--- config.mk ---
export PLATFORM = sky130hd
export DESIGN_NAME = size_class_block_pool_allocator
export DESIGN_NICKNAME = d
export VERILOG_FILES = /design/src/hdl/scbpa_pkg.sv /design/src/hdl/scbpa_front.sv /design/src/hdl/scbpa_fifo.sv /design/src/hdl/scbpa_back.sv /design/src/hdl/size_class_block_pool_allocator.sv
export SDC_FILE = /design/constraint.sdc
export NUM_CORES = 2
export LEC_CHECK = 0
export BUFFER_PORTS_ARGS = -buffer_cell sky130_fd_sc_hd__buf_2
export CORE_MARGIN = 2
export CORE_UTILIZATION = 40
export DETAILED_ROUTE_END_ITERATION = 12
export HOLD_SLACK_MARGIN = 0.1
export PLACE_DENSITY = 0.65
export SETUP_SLACK_MARGIN = 0.02
export SYNTH_ARGS = -nofsm -noshare
export SYNTH_HDL_FRONTEND = slang
export SYNTH_SLANG_ARGS = --single-unit
--- constraint.sdc ---
create_clock -name clk -period 14.1 [get_ports clk]
set_input_delay 1.41 -clock clk [delete_from_list [all_inputs] [get_ports clk]]
set_output_delay 1.41 -clock clk [all_outputs]
set_load 0.02 [all_outputs]
--- src/hdl/scbpa_pkg.sv ---
// Shared types, codes and helper functions of the size-class block pool allocator.
package scbpa_pkg;

  // Fixed dimensions
  localparam int MAX_CLASSES   = 7;
  localparam int MAX_SLOTS     = 32;
  localparam int SMALL_END     = 3;   // classes below this are small
  localparam int MEDIUM_END    = 5;   // classes below this (and not small) are medium
  localparam int SIZE_W        = 20;
  localparam int STRIDE_W      = 21;
  localparam int OFFSET_W      = 24;
  localparam int CLASS_W       = 3;
  localparam int SLOT_W        = 5;
  localparam int STATUS_W      = 3;
  localparam int OP_W          = 2;
  localparam int Q_DEPTH       = 2;

  localparam logic [OFFSET_W-1:0] HDR_BYTES = 24'd4;
  localparam logic [CLASS_W-1:0]  NO_CLASS  = 3'd7;

  // Operation codes
  localparam logic [OP_W-1:0] OP_ALLOC = 2'd0;
  localparam logic [OP_W-1:0] OP_FREE  = 2'd1;
  localparam logic [OP_W-1:0] OP_CLEAR = 2'd2;

  // Result status codes
  localparam logic [STATUS_W-1:0] ST_OK           = 3'd0;
  localparam logic [STATUS_W-1:0] ST_FULL         = 3'd1;
  localparam logic [STATUS_W-1:0] ST_TOO_LARGE    = 3'd2;
  localparam logic [STATUS_W-1:0] ST_NO_MATCH     = 3'd3;
  localparam logic [STATUS_W-1:0] ST_ALREADY_FREE = 3'd4;

  // Command kinds handed from front to back
  localparam logic [1:0] K_ALLOC = 2'd0;
  localparam logic [1:0] K_FREE  = 2'd1;
  localparam logic [1:0] K_CLEAR = 2'd2;
  localparam logic [1:0] K_REPLY = 2'd3;  // answer known up front, no state change

  typedef struct packed {
    logic [1:0]          kind;
    logic [STATUS_W-1:0] status;
    logic [CLASS_W-1:0]  cls;
    logic [STRIDE_W-1:0] stride;
    logic [OFFSET_W-1:0] foff;
  } cmd_t;

  typedef struct packed {
    logic [OFFSET_W-1:0] block_offset;
    logic [SLOT_W-1:0]   slot_index;
    logic [CLASS_W-1:0]  class_id;
    logic [STATUS_W-1:0] status;
  } res_t;

  // Block size of each class after reset
  function automatic logic [SIZE_W-1:0] reset_size(input int c);
    logic [SIZE_W-1:0] s;
    unique case (c)
      0:       s = 20'd64;
      1:       s = 20'd128;
      2:       s = 20'd512;
      3:       s = 20'd1024;
      4:       s = 20'd10240;
      5:       s = 20'd102400;
      default: s = 20'd307200;
    endcase
    return s;
  endfunction

  // Slot stride: block size rounded up to four bytes plus the header
  function automatic logic [STRIDE_W-1:0] stride_of(input logic [SIZE_W-1:0] b);
    logic [STRIDE_W-1:0] t;
    t = {1'b0, b} + 21'd3;
    return {t[STRIDE_W-1:2], 2'b00} + 21'd4;
  endfunction

endpackage

--- src/hdl/scbpa_front.sv ---
// Front end: size registers, item decode and class selection.
module scbpa_front #(
  parameter int NUM_CLASSES = 7
) (
  input  logic                           clk,
  input  logic                           rst,
  // configuration writes
  input  logic                           cfg_valid,
  output logic                           cfg_ready,
  input  logic [2:0]                     cfg_index,
  input  logic [scbpa_pkg::SIZE_W-1:0]   cfg_data,
  // decoded input beat
  input  logic                           in_valid,
  output logic                           in_ready,
  input  logic [scbpa_pkg::OP_W-1:0]     operation,
  input  logic [scbpa_pkg::SIZE_W-1:0]   request_size,
  input  logic [scbpa_pkg::CLASS_W-1:0]  free_class,
  input  logic [scbpa_pkg::OFFSET_W-1:0] free_offset,
  // command queue side
  output logic                           q_push,
  output scbpa_pkg::cmd_t                q_cmd,
  input  logic                           q_ready
);

  localparam logic [scbpa_pkg::CLASS_W-1:0] NC       = 3'(NUM_CLASSES);
  localparam logic [2:0]                    CFG_LAST = 3'(scbpa_pkg::MAX_CLASSES - 1);

  logic [scbpa_pkg::SIZE_W-1:0]  bsize [scbpa_pkg::MAX_CLASSES];
  logic                          fit_found;
  logic [scbpa_pkg::CLASS_W-1:0] fit_cls;

  assign cfg_ready = 1'b1;
  assign in_ready  = q_ready;
  assign q_push    = in_valid && q_ready;

  // Block size registers
  always_ff @(posedge clk) begin
    if (rst) begin
      for (int c = 0; c < scbpa_pkg::MAX_CLASSES; c++) begin
        bsize[c] <= scbpa_pkg::reset_size(c);
      end
    end else if (cfg_valid && cfg_index <= CFG_LAST) begin
      bsize[cfg_index] <= cfg_data;
    end
  end

  // First class in index order that holds the request
  always_comb begin
    fit_found = 1'b0;
    fit_cls   = '0;
    for (int c = scbpa_pkg::MAX_CLASSES - 1; c >= 0; c--) begin
      if (c < NUM_CLASSES && bsize[c] >= request_size) begin
        fit_found = 1'b1;
        fit_cls   = 3'(c);
      end
    end
  end

  // Build the command for the back end
  always_comb begin
    q_cmd        = '0;
    q_cmd.foff   = free_offset;
    q_cmd.kind   = scbpa_pkg::K_REPLY;
    q_cmd.status = scbpa_pkg::ST_OK;
    q_cmd.cls    = scbpa_pkg::NO_CLASS;
    unique case (operation)
      scbpa_pkg::OP_ALLOC: begin
        if (fit_found) begin
          q_cmd.kind   = scbpa_pkg::K_ALLOC;
          q_cmd.cls    = fit_cls;
          q_cmd.stride = scbpa_pkg::stride_of(bsize[fit_cls]);
        end else begin
          q_cmd.status = scbpa_pkg::ST_TOO_LARGE;
        end
      end
      scbpa_pkg::OP_FREE: begin
        if (free_class < NC) begin
          q_cmd.kind   = scbpa_pkg::K_FREE;
          q_cmd.cls    = free_class;
          q_cmd.stride = scbpa_pkg::stride_of(bsize[free_class]);
        end else begin
          q_cmd.status = scbpa_pkg::ST_NO_MATCH;
        end
      end
      scbpa_pkg::OP_CLEAR: begin
        q_cmd.kind = scbpa_pkg::K_CLEAR;
      end
      default: begin
        q_cmd.kind = scbpa_pkg::K_REPLY;
      end
    endcase
  end

endmodule

--- src/hdl/scbpa_fifo.sv ---
// Short command queue between front and back end.
module scbpa_fifo (
  input  logic            clk,
  input  logic            rst,
  input  logic            push,
  input  scbpa_pkg::cmd_t push_cmd,
  output logic            push_ready,
  input  logic            pop,
  output scbpa_pkg::cmd_t pop_cmd,
  output logic            pop_valid
);

  localparam int PTR_W = $clog2(scbpa_pkg::Q_DEPTH);
  localparam int CNT_W = $clog2(scbpa_pkg::Q_DEPTH + 1);
  localparam logic [PTR_W-1:0] PTR_LAST = PTR_W'(scbpa_pkg::Q_DEPTH - 1);
  localparam logic [CNT_W-1:0] CNT_FULL = CNT_W'(scbpa_pkg::Q_DEPTH);

  scbpa_pkg::cmd_t  entry [scbpa_pkg::Q_DEPTH];
  logic [PTR_W-1:0] wr_ptr;
  logic [PTR_W-1:0] rd_ptr;
  logic [CNT_W-1:0] count;
  logic             do_push;
  logic             do_pop;

  assign push_ready = (count != CNT_FULL);
  assign pop_valid  = (count != '0);
  assign pop_cmd    = entry[rd_ptr];
  assign do_push    = push && push_ready;
  assign do_pop     = pop && pop_valid;

  // Entry storage
  always_ff @(posedge clk) begin
    if (do_push) begin
      entry[wr_ptr] <= push_cmd;
    end
  end

  // Pointers and fill count
  always_ff @(posedge clk) begin
    if (rst) begin
      wr_ptr <= '0;
      rd_ptr <= '0;
      count  <= '0;
    end else begin
      if (do_push) begin
        wr_ptr <= (wr_ptr == PTR_LAST) ? '0 : wr_ptr + 1'b1;
      end
      if (do_pop) begin
        rd_ptr <= (rd_ptr == PTR_LAST) ? '0 : rd_ptr + 1'b1;
      end
      if (do_push && !do_pop) begin
        count <= count + 1'b1;
      end else if (do_pop && !do_push) begin
        count <= count - 1'b1;
      end
    end
  end

`ifndef ASSERT_OFF
  a_count_range: assert property (@(posedge clk) disable iff (rst)
    count <= CNT_FULL)
    else $error("queue count out of range");

  a_push_grows: assert property (@(posedge clk) disable iff (rst)
    (do_push && !do_pop) |=> (count == $past(count) + 1'b1))
    else $error("queue count did not grow on push");

  a_ptr_gap: assert property (@(posedge clk) disable iff (rst)
    (count == '0) |-> (wr_ptr == rd_ptr))
    else $error("empty queue with pointers apart");
`endif

endmodule

--- src/hdl/scbpa_back.sv ---
// Back end: slot bitmap, lowest-free search, offset scan for free, result register.
module scbpa_back #(
  parameter int SLOTS_SMALL  = 20,
  parameter int SLOTS_MEDIUM = 10,
  parameter int SLOTS_LARGE  = 2
) (
  input  logic            clk,
  input  logic            rst,
  input  logic            q_valid,
  input  scbpa_pkg::cmd_t q_cmd,
  output logic            q_pop,
  output logic            out_valid,
  input  logic            out_ready,
  output scbpa_pkg::res_t out_res
);

  localparam int CW = scbpa_pkg::CLASS_W;
  localparam int SW = scbpa_pkg::SLOT_W;
  localparam int OW = scbpa_pkg::OFFSET_W;
  localparam int TW = scbpa_pkg::STRIDE_W;

  localparam logic [1:0] S_IDLE  = 2'd0;
  localparam logic [1:0] S_ALLOC = 2'd1;
  localparam logic [1:0] S_SCAN  = 2'd2;

  // Highest slot index of a class
  function automatic logic [SW-1:0] last_slot(input logic [CW-1:0] c);
    int n;
    if (int'(c) < scbpa_pkg::SMALL_END)       n = SLOTS_SMALL;
    else if (int'(c) < scbpa_pkg::MEDIUM_END) n = SLOTS_MEDIUM;
    else                                      n = SLOTS_LARGE;
    if (n > scbpa_pkg::MAX_SLOTS) n = scbpa_pkg::MAX_SLOTS;
    return SW'(n - 1);
  endfunction

  logic [scbpa_pkg::MAX_CLASSES-1:0][scbpa_pkg::MAX_SLOTS-1:0] used;
  logic [1:0]          state;
  logic [CW-1:0]       r_cls;
  logic [TW-1:0]       r_stride;
  logic [OW-1:0]       r_foff;
  logic [SW-1:0]       r_slot;
  logic                r_found;
  logic [SW-1:0]       r_last;
  logic [SW-1:0]       cnt;
  logic [OW-1:0]       off;
  logic                out_free;
  logic [SW-1:0]       q_last;
  logic [scbpa_pkg::MAX_SLOTS-1:0] free_vec;
  logic                enc_found;
  logic [SW-1:0]       enc_slot;
  logic [SW+TW-1:0]    prod;
  logic [OW-1:0]       alloc_off;
  logic                hit;

  assign out_free  = !out_valid || out_ready;
  assign q_last    = last_slot(q_cmd.cls);
  assign prod      = {{TW{1'b0}}, r_slot} * {{SW{1'b0}}, r_stride};
  assign alloc_off = prod[OW-1:0] + scbpa_pkg::HDR_BYTES;
  assign hit       = (off == r_foff);

  // Take a command when its work can start
  always_comb begin
    q_pop = 1'b0;
    if (state == S_IDLE && q_valid) begin
      q_pop = (q_cmd.kind == scbpa_pkg::K_ALLOC) || (q_cmd.kind == scbpa_pkg::K_FREE)
              || out_free;
    end
  end

  // Lowest free slot of the queued class
  always_comb begin
    for (int i = 0; i < scbpa_pkg::MAX_SLOTS; i++) begin
      free_vec[i] = !used[q_cmd.cls][i] && (SW'(i) <= q_last);
    end
    enc_found = 1'b0;
    enc_slot  = '0;
    for (int i = scbpa_pkg::MAX_SLOTS - 1; i >= 0; i--) begin
      if (free_vec[i]) begin
        enc_found = 1'b1;
        enc_slot  = SW'(i);
      end
    end
  end

  // Sequencer, bitmap and result register
  always_ff @(posedge clk) begin
    if (rst) begin
      state     <= S_IDLE;
      used      <= '0;
      out_valid <= 1'b0;
    end else begin
      if (out_valid && out_ready) begin
        out_valid <= 1'b0;
      end
      unique case (state)
        S_IDLE: begin
          if (q_pop) begin
            unique case (q_cmd.kind)
              scbpa_pkg::K_ALLOC: begin
                r_cls    <= q_cmd.cls;
                r_stride <= q_cmd.stride;
                r_slot   <= enc_slot;
                r_found  <= enc_found;
                if (enc_found) begin
                  used[q_cmd.cls][enc_slot] <= 1'b1;
                end
                state <= S_ALLOC;
              end
              scbpa_pkg::K_FREE: begin
                r_cls    <= q_cmd.cls;
                r_stride <= q_cmd.stride;
                r_foff   <= q_cmd.foff;
                r_last   <= q_last;
                cnt      <= '0;
                off      <= scbpa_pkg::HDR_BYTES;
                state    <= S_SCAN;
              end
              scbpa_pkg::K_CLEAR: begin
                used      <= '0;
                out_valid <= 1'b1;
                out_res   <= '{block_offset: '0, slot_index: '0,
                               class_id: scbpa_pkg::NO_CLASS, status: scbpa_pkg::ST_OK};
              end
              default: begin
                out_valid <= 1'b1;
                out_res   <= '{block_offset: '0, slot_index: '0,
                               class_id: q_cmd.cls, status: q_cmd.status};
              end
            endcase
          end
        end
        S_ALLOC: begin
          if (out_free) begin
            out_valid <= 1'b1;
            if (r_found) begin
              out_res <= '{block_offset: alloc_off, slot_index: r_slot,
                           class_id: r_cls, status: scbpa_pkg::ST_OK};
            end else begin
              out_res <= '{block_offset: '0, slot_index: '0,
                           class_id: r_cls, status: scbpa_pkg::ST_FULL};
            end
            state <= S_IDLE;
          end
        end
        S_SCAN: begin
          if (hit) begin
            if (out_free) begin
              out_valid <= 1'b1;
              if (used[r_cls][cnt]) begin
                used[r_cls][cnt] <= 1'b0;
                out_res <= '{block_offset: off, slot_index: cnt,
                             class_id: r_cls, status: scbpa_pkg::ST_OK};
              end else begin
                out_res <= '{block_offset: off, slot_index: cnt,
                             class_id: r_cls, status: scbpa_pkg::ST_ALREADY_FREE};
              end
              state <= S_IDLE;
            end
          end else if (cnt == r_last) begin
            if (out_free) begin
              out_valid <= 1'b1;
              out_res   <= '{block_offset: '0, slot_index: '0,
                             class_id: r_cls, status: scbpa_pkg::ST_NO_MATCH};
              state     <= S_IDLE;
            end
          end else begin
            cnt <= cnt + 1'b1;
            off <= off + {{(OW-TW){1'b0}}, r_stride};
          end
        end
        default: begin
          state <= S_IDLE;
        end
      endcase
    end
  end

`ifndef ASSERT_OFF
  a_scan_bound: assert property (@(posedge clk) disable iff (rst)
    (state == S_SCAN) |-> (cnt <= r_last))
    else $error("free scan ran past the last slot");

  a_clear_empties: assert property (@(posedge clk) disable iff (rst)
    (q_pop && q_cmd.kind == scbpa_pkg::K_CLEAR) |=> (used == '0))
    else $error("clear left a slot in use");

  a_alloc_marks: assert property (@(posedge clk) disable iff (rst)
    (state == S_ALLOC && r_found) |-> used[r_cls][r_slot])
    else $error("allocated slot not marked in use");

  a_no_pop_busy: assert property (@(posedge clk) disable iff (rst)
    (state != S_IDLE) |-> !q_pop)
    else $error("command taken while back end busy");
`endif

endmodule

--- src/hdl/size_class_block_pool_allocator.sv ---
// The back end takes one command at a time from the queue. A free scans the slots in order,
//   one slot per cycle, up to the matched slot (the last slot when none matches).
// Throughput: one item per cycle into the queue while the queue has room; an allocate does
//   the lowest-free search, then the offset multiply.
// Reset (rst, synchronous): all slots free, block sizes 64, 128, 512, 1024, 10240, 102400,
//   307200, queue and result register empty.
module size_class_block_pool_allocator #(
  parameter int SLOTS_SMALL  = 20,
  parameter int SLOTS_MEDIUM = 10,
  parameter int SLOTS_LARGE  = 2,
  parameter int NUM_CLASSES  = 7
) (
  input  logic        clk,
  input  logic        rst,
  // configuration write channel
  input  logic        cfg_valid,
  output logic        cfg_ready,
  input  logic [2:0]  cfg_index,
  input  logic [19:0] cfg_data,
  // input beats
  input  logic        s_axis_tvalid,
  output logic        s_axis_tready,
  input  logic [55:0] s_axis_tdata,  // operation[1:0], request_size[21:2],
                                     // free_class[24:22], free_offset[48:25], zero fill
  // result beats
  output logic        m_axis_tvalid,
  input  logic        m_axis_tready,
  output logic [39:0] m_axis_tdata   // status[2:0], class_id[5:3], slot_index[10:6],
                                     // block_offset[34:11], zero fill
);

  scbpa_pkg::cmd_t push_cmd;
  scbpa_pkg::cmd_t pop_cmd;
  scbpa_pkg::res_t res;
  logic            push;
  logic            push_ready;
  logic            pop;
  logic            pop_valid;

  // Classification
  scbpa_front #(
    .NUM_CLASSES (NUM_CLASSES)
  ) u_front (
    .clk          (clk),
    .rst          (rst),
    .cfg_valid    (cfg_valid),
    .cfg_ready    (cfg_ready),
    .cfg_index    (cfg_index),
    .cfg_data     (cfg_data),
    .in_valid     (s_axis_tvalid),
    .in_ready     (s_axis_tready),
    .operation    (s_axis_tdata[1:0]),
    .request_size (s_axis_tdata[21:2]),
    .free_class   (s_axis_tdata[24:22]),
    .free_offset  (s_axis_tdata[48:25]),
    .q_push       (push),
    .q_cmd        (push_cmd),
    .q_ready      (push_ready)
  );

  // Command queue
  scbpa_fifo u_fifo (
    .clk        (clk),
    .rst        (rst),
    .push       (push),
    .push_cmd   (push_cmd),
    .push_ready (push_ready),
    .pop        (pop),
    .pop_cmd    (pop_cmd),
    .pop_valid  (pop_valid)
  );

  // Execution
  scbpa_back #(
    .SLOTS_SMALL  (SLOTS_SMALL),
    .SLOTS_MEDIUM (SLOTS_MEDIUM),
    .SLOTS_LARGE  (SLOTS_LARGE)
  ) u_back (
    .clk       (clk),
    .rst       (rst),
    .q_valid   (pop_valid),
    .q_cmd     (pop_cmd),
    .q_pop     (pop),
    .out_valid (m_axis_tvalid),
    .out_ready (m_axis_tready),
    .out_res   (res)
  );

  assign m_axis_tdata = {5'd0, res.block_offset, res.slot_index, res.class_id, res.status};

endmodule
# Yosys cells after proc, flatten, opt, wreduce, memory -nomap -nowiden
# Memories as Yosys holds them, arrays and structs flattened. A register that Yosys moved wholly into a read port is not among the register bits.
# Index checks and enable logic that the tools add are counted.
totals:
  ramBits: 246
  memories: 2
  in_bits: 84
  regBits: 354
  out_inout_bits: 43
mem_list:
  columns: ["name", "depth", "width", "read_ports", "rd_clocked_by_memory_dff", "wr", "line", "source"]
  rows:
  - ["u_front.bsize", 7, 20, 9, 0, 7, "scbpa_front.sv:28", "logic [scbpa_pkg::SIZE_W-1:0] bsize [scbpa_pkg::MAX_CLASSES];"]
  - ["u_fifo.entry", 2, 53, 1, 1, 1, "scbpa_fifo.sv:18", "scbpa_pkg::cmd_t entry [scbpa_pkg::Q_DEPTH];"]
op_classes:
  muxes: 167
  multipliers: 1
  addsub: 12
  n_lt_le_gt_ge: 52
  n_eq_ne: 22
  n_reduce_logical: 98
  bitwise: 4
ops:
  columns: ["cell", "n"]
  rows:
  - ["$mux 224", 5]
  - ["$pmux 224 s2", 2]
  - ["$mux 35", 7]
  - ["$and 224x224->224", 1]
  - ["$not 224->224", 1]
  - ["$or 224x224->224", 1]
  - ["$bmux 32 s3", 2]
  - ["$demux 32 s3", 2]
  - ["$mux 5", 38]
  - ["$mux 20", 8]
  - ["$mux 24", 6]
  - ["$ge 20x20->1", 7]
  - ["$mux 32", 4]
  - ["$pmux 35 s3", 1]
  - ["$le 5x5->1 const A", 16]
  - ["$pmux 35 s2", 1]
  - ["$mux 1", 61]
  - ["$pmux 27 s2", 1]
  - ["$pmux 24 s2", 1]
  - ["$logic_and 1x1->1", 44]
  - ["$add 20x2->21 const B", 2]
  - ["$add 21x3->21 const B", 2]
  - ["$le 4x5->1 const A", 8]
  - ["$logic_not 1->1", 35]
  - ["48 further kinds", 100]

# Depth between registers and ports, before layout
logic_depth:
  word_depth: 51
  ltp_mapped: 22

# Modules after synthesis
# From an unflattened synthesis, not the netlist that was laid out.
hier_totals:
  cells_unflattened: 3742
  area_unflattened_um2: 38222.9
by_module_without_submodules:
  columns: ["module", "seq_area_each_um2", "n_inst", "cells_per_inst", "area_per_inst_um2"]
  rows:
  - ["scbpa_back", 8177.8, 1, 2251, 21379.3]
  - ["scbpa_front", 4604.4, 1, 1296, 12759.7]
  - ["scbpa_fifo", 3283.1, 1, 189, 4042.6]
  - ["size_class_block_pool_allocator", 0.0, 1, 6, 41.3]

# Least setup slack after synthesis
# Ideal clock, no wire load.
synth_path:
  path_type: "input-to-reg"
  start: "input s_axis_tdata[4]"
  end: "memory u_fifo.entry[0][40] in the netlist's numbering (data pin)"
  stages: 19
  arrival_time_ps: 5404
  path_buffers: 1
  t_required_ps: 13823
  setup_slack_ps: 8419
  path_cell_list: "inv_1 -> ha_1 -> a211o_1 -> a31oi_1 -> o31ai_1 -> a211o_1 -> a31o_4 -> o31a_1 -> nor2_2 -> buf_6 -> mux4_2 -> mux2_2 -> xnor2_1 -> ha_1 -> inv_1 -> o21ai_1 -> nor3b_1 -> xor2_1 -> o22ai_1"
synth_rtl:
  columns: ["item", "line", "source"]
  rows:
  - ["from (decl)", "size_class_block_pool_allocator.sv:23", "input logic [55:0] s_axis_tdata,"]
  - ["to (decl)", "scbpa_fifo.sv:18", null]

# Worst setup path after layout
layout_path:
  start: "register u_back.r_cls[0]"
  end: "register u_back.used[6] in the netlist's numbering"
layout_via:
  elab_chain_cells: 10
layout_rtl:
  columns: ["item", "line", "source"]
  rows:
  - ["from (decl)", "scbpa_back.sv:38", "logic [CW-1:0] r_cls;"]
  - ["from (signal assigned)", "scbpa_back.sv:100", "r_cls <= q_cmd.cls;"]
  - ["from (signal assigned)", "scbpa_back.sv:110", "r_cls <= q_cmd.cls;"]
  - ["$lt 3x4->1 (not written as such) or $ge 3x1->1 (tied branches)", "scbpa_back.sv:150", "used[r_cls][cnt] <= 1'b0;"]
  - ["$logic_and 1x1->1 (not written as such)", "scbpa_back.sv:150", null]
  - ["$mux 32 (not written as such)", "scbpa_back.sv:150", null]
  - ["$demux 32 s3", null, null]
  - ["$not 224->224 (no line)", null, null]
  - ["$and 224x224->224 (no line)", null, null]
  - ["$mux 224", "scbpa_back.sv:149", "if (used[r_cls][cnt]) begin"]
  - ["$mux 224", "scbpa_back.sv:147", "if (out_free) begin"]
  - ["$mux 224", "scbpa_back.sv:146", "if (hit) begin"]
  - ["$pmux 224 s2", "scbpa_back.sv:95", "unique case (state)"]
  - ["to (signal assigned)", "scbpa_back.sv:89", "used <= '0;"]
  - ["to (signal, indexed assignment)", "scbpa_back.sv:105", "used[q_cmd.cls][enc_slot] <= 1'b1;"]
  - ["to (signal, indexed assignment)", "scbpa_back.sv:150", null]
  - ["to (decl)", "scbpa_back.sv:36", "logic [scbpa_pkg::MAX_CLASSES-1:0][scbpa_pkg::MAX_SLOTS-1:0] used;"]
# Parallel ways exist; a longest one is shown, timed or not. The select of a mux whose other input is x is not followed.
# A chain may end at the register's enable or synchronous reset.

==> flow_summary.ini <==
[placed_design]
postPlaceCellArea_sq_um = 38000
gp_congestion = 0.932
dpl.hpwl_mm = 73.7
portBuffers = 111

[clock_tree]
cts-htree-levels = 3
numCtsBuffers = 69
ctsResizeCount = 0
holdBufCountCts = 0
root_buffer = clkbuf_16
cts_tree = built
post-cts-setup-buffers = 0
worstSkewPairLatency_ns = 0.66
clock_sinks = 607
clk_pin_slew_ns = 0.06
cts_buffer_depth = 3

[worst_hold_path]
holdPathStages = 1
hold_path.class = reg2reg

[timing]
hold_viol_final = 0
whs_ns = 0.476
relSlewSlack_pct = 17.6
min_period_ns = 7.34
drv_slew = 0
setup_tns_ns = 0
setup-violations-final = 0
skew_ns = 0.0414
rsz0062_at_grt = false
period_share_pct = 52.1
fmax_mhz = 136
tightestPinTransition_ns = 1.23

[floorplanning]
core_area_sq_um = 90300
io-pin-count = 127
initial_utilization_pct = 40.4
die_y_microns = 306
die-area_sq_um = 93700
row_count = 110
fp.dieW_microns = 306

[logic_synthesis]
syn_inst = 3709
synth_edf_count = 355
synthTopCellsByCount = 414 x nand2_1, 355 x edfxtp_1, 286 x o21ai_0
synth_async_sr_flop_share_pct = 0
yosysTopAreaCellShare_pct = 29.2
synth_area_sq_um = 36500
synth_ff_type = edfxtp_1
ys_ff_latch = 607
synthDistinctLibCells = 95
avgSynthCellArea_sq_um = 9.84
ys_seq_area_share_pct = 43.0
yosys.cell_count.top_type = nand2_1
synth_area_leaders = edfxtp_1 29%, dfxtp_1 14%, ha_1 6.8%
yosysWarnings = 0
yosys.area.top_type = edfxtp_1

[setup_path]
arrival_ns = 7.88
critical_path_required_ns = 14.63
crit_type = reg2reg
critPathMaxFanout = 104
startpoint_type = register
worst_r2r_path_depth = 16
crit_path_end_kind = register

[global_route]
track_usage_pct = 23.2
antenna_found_initial = 4
grt_pass1_vias = 28281
gr-total-overflow = 0
grt_first_pass_wirelength_mm = 169
grt_max_degree = 140

[detailed_routing]
firstDrtPassIters = 5
vias = 29533
viasPerCell = 5.98
ant_nets = 0
drc = 0
wl_mm = 111
drtIter0Drc = 3154
wire_per_inst_microns = 22.6

[power]
power.density_nw_per_um2 = 144
irDropWorstVdd_v = 0.0000983
p_total_mw = 5.81
p_leak_nw = 15.5

[layout]
diodes = 0
nets = 4041
fillCellCount = 8555
layout-drive-gt1-share_pct = 12.4
fin_area_sq_um = 40400
area.growth.synth_to_final_pct = 10.6

[run]
maxCapViolations = 0

[outcome]
outcome = finished, final reports clean
==> metal layers <==
layer | up-vias | part of all wire [%] | GRT usage [%]
met3 | 240 | 8.4 | 3.91
met5 | - | 0.034 | 0
met1 | 14320 | 43 | 31.8
met4 | 6 | 3.1 | 7.82
li1 | 13648 | - | -
met2 | 1319 | 45 | 37.2
==> state kept, by name, summed over array words and instances (netlist names), named ones only <==
signal            flops
u_back.used         224
u_front.bsize       160
u_fifo.entry        100
u_back.out_res       33
u_back.r_foff        24
u_back.off           22
u_back.r_stride      19
u_back.cnt            5
u_back.r_slot         5
u_back.r_cls          3
u_back.r_last         3
u_back.state          2
u_fifo.count          2
u_back.out_valid      1
u_back.r_found        1
u_fifo.rd_ptr         1
u_fifo.wr_ptr         1
==> report_power, final <==
group          internal, mW  switching, mW
registers              2.07          0.107
logic                 0.579           1.18
clock network          1.11          0.765
==> cells by family after synthesis <==
kind of cell / share of synthesized area (%)
xor gates and xnor gates: 2.18
and+or+nand+nor: 17.2
muxes: 7.42
other: 0.0206
AOI/OAI and AO/OA: 16.5
adders and majority gates: 9.56
DFF: 43.0
buffers and inverters: 4.09
==> critical path, cell delays in order (launching register included) <==
cell,delay (ns)
edfxtp_1,1.06
buf_4,0.49
and3b_1,0.83
buf_4,0.40
a22o_1,0.18
a221oi_1,0.05
a31oi_1,0.45
a32oi_1,0.18
mux4_2,0.52
mux2i_1,0.46
nand3_1,0.13
a2bb2oi_1,0.49
and2_4,0.52
buf_4,0.88
nand2_1,0.09
and3_1,0.23
a21o_1,0.15
==> through the flow <==
| step | instances | utilization (%) | worst slack, ns |
|---|---|---|---|
| floorplan | 3735 | - | 8.42 |
| global placement | 4814 | 42.1 | 6.98 |
| detailed placement | 4814 | 42.1 | 6.88 |
| CTS | 4936 | 44.7 | 7.02 |
| global route | 4936 | 44.7 | 6.69 |
| finish | 4936 | 44.7 | 6.76 |
==> final timing paths <==
path / startpoint / endpoint / slack, ns
setup / recovery: u_back.r_cls[0] / u_back.used[6] / 6.76
setup reg to reg: u_back.r_cls[0] / u_back.used[6] / 6.76
hold reg to reg: u_back.used[150] / u_back.used[150] / 0.48
hold / removal: u_back.used[150] / u_back.used[150] / 0.48
==> layout make-up <==
type	count	area (sq um)	area share (%)
multi-input combinational	2766	19500	48.3
sequential	607	15700	38.9
clock buffer	94	1920	4.77
tap	1176	1470	3.65
timing repair buffer	160	926	2.29
clock inverter	28	423	1.05
inverter	105	397	0.983
==> cell usage in the layout (no fill, tap or decap), types with 51 or more instances in the layout <==
cell       Yosys  final
a211oi_1      57     57
mux2i_1       53     52
inv_1        103    102
mux2_2        71     71
edfxtp_1     355    355
o21ai_0      286    285
mux4_2        54     54
a21oi_1      172    171
and3_1       166    165
o211ai_1      59     59
and2_1       120    119
nor3_1        59     57
ha_1         198    197
nand3_1      111    111
nor2_1       251    250
a22oi_1       51     51
buf_2         48    110
clkbuf_16      0     71
dfxtp_1      252    251
nand2_1      414    411
(Power assumes the default switching activity.)
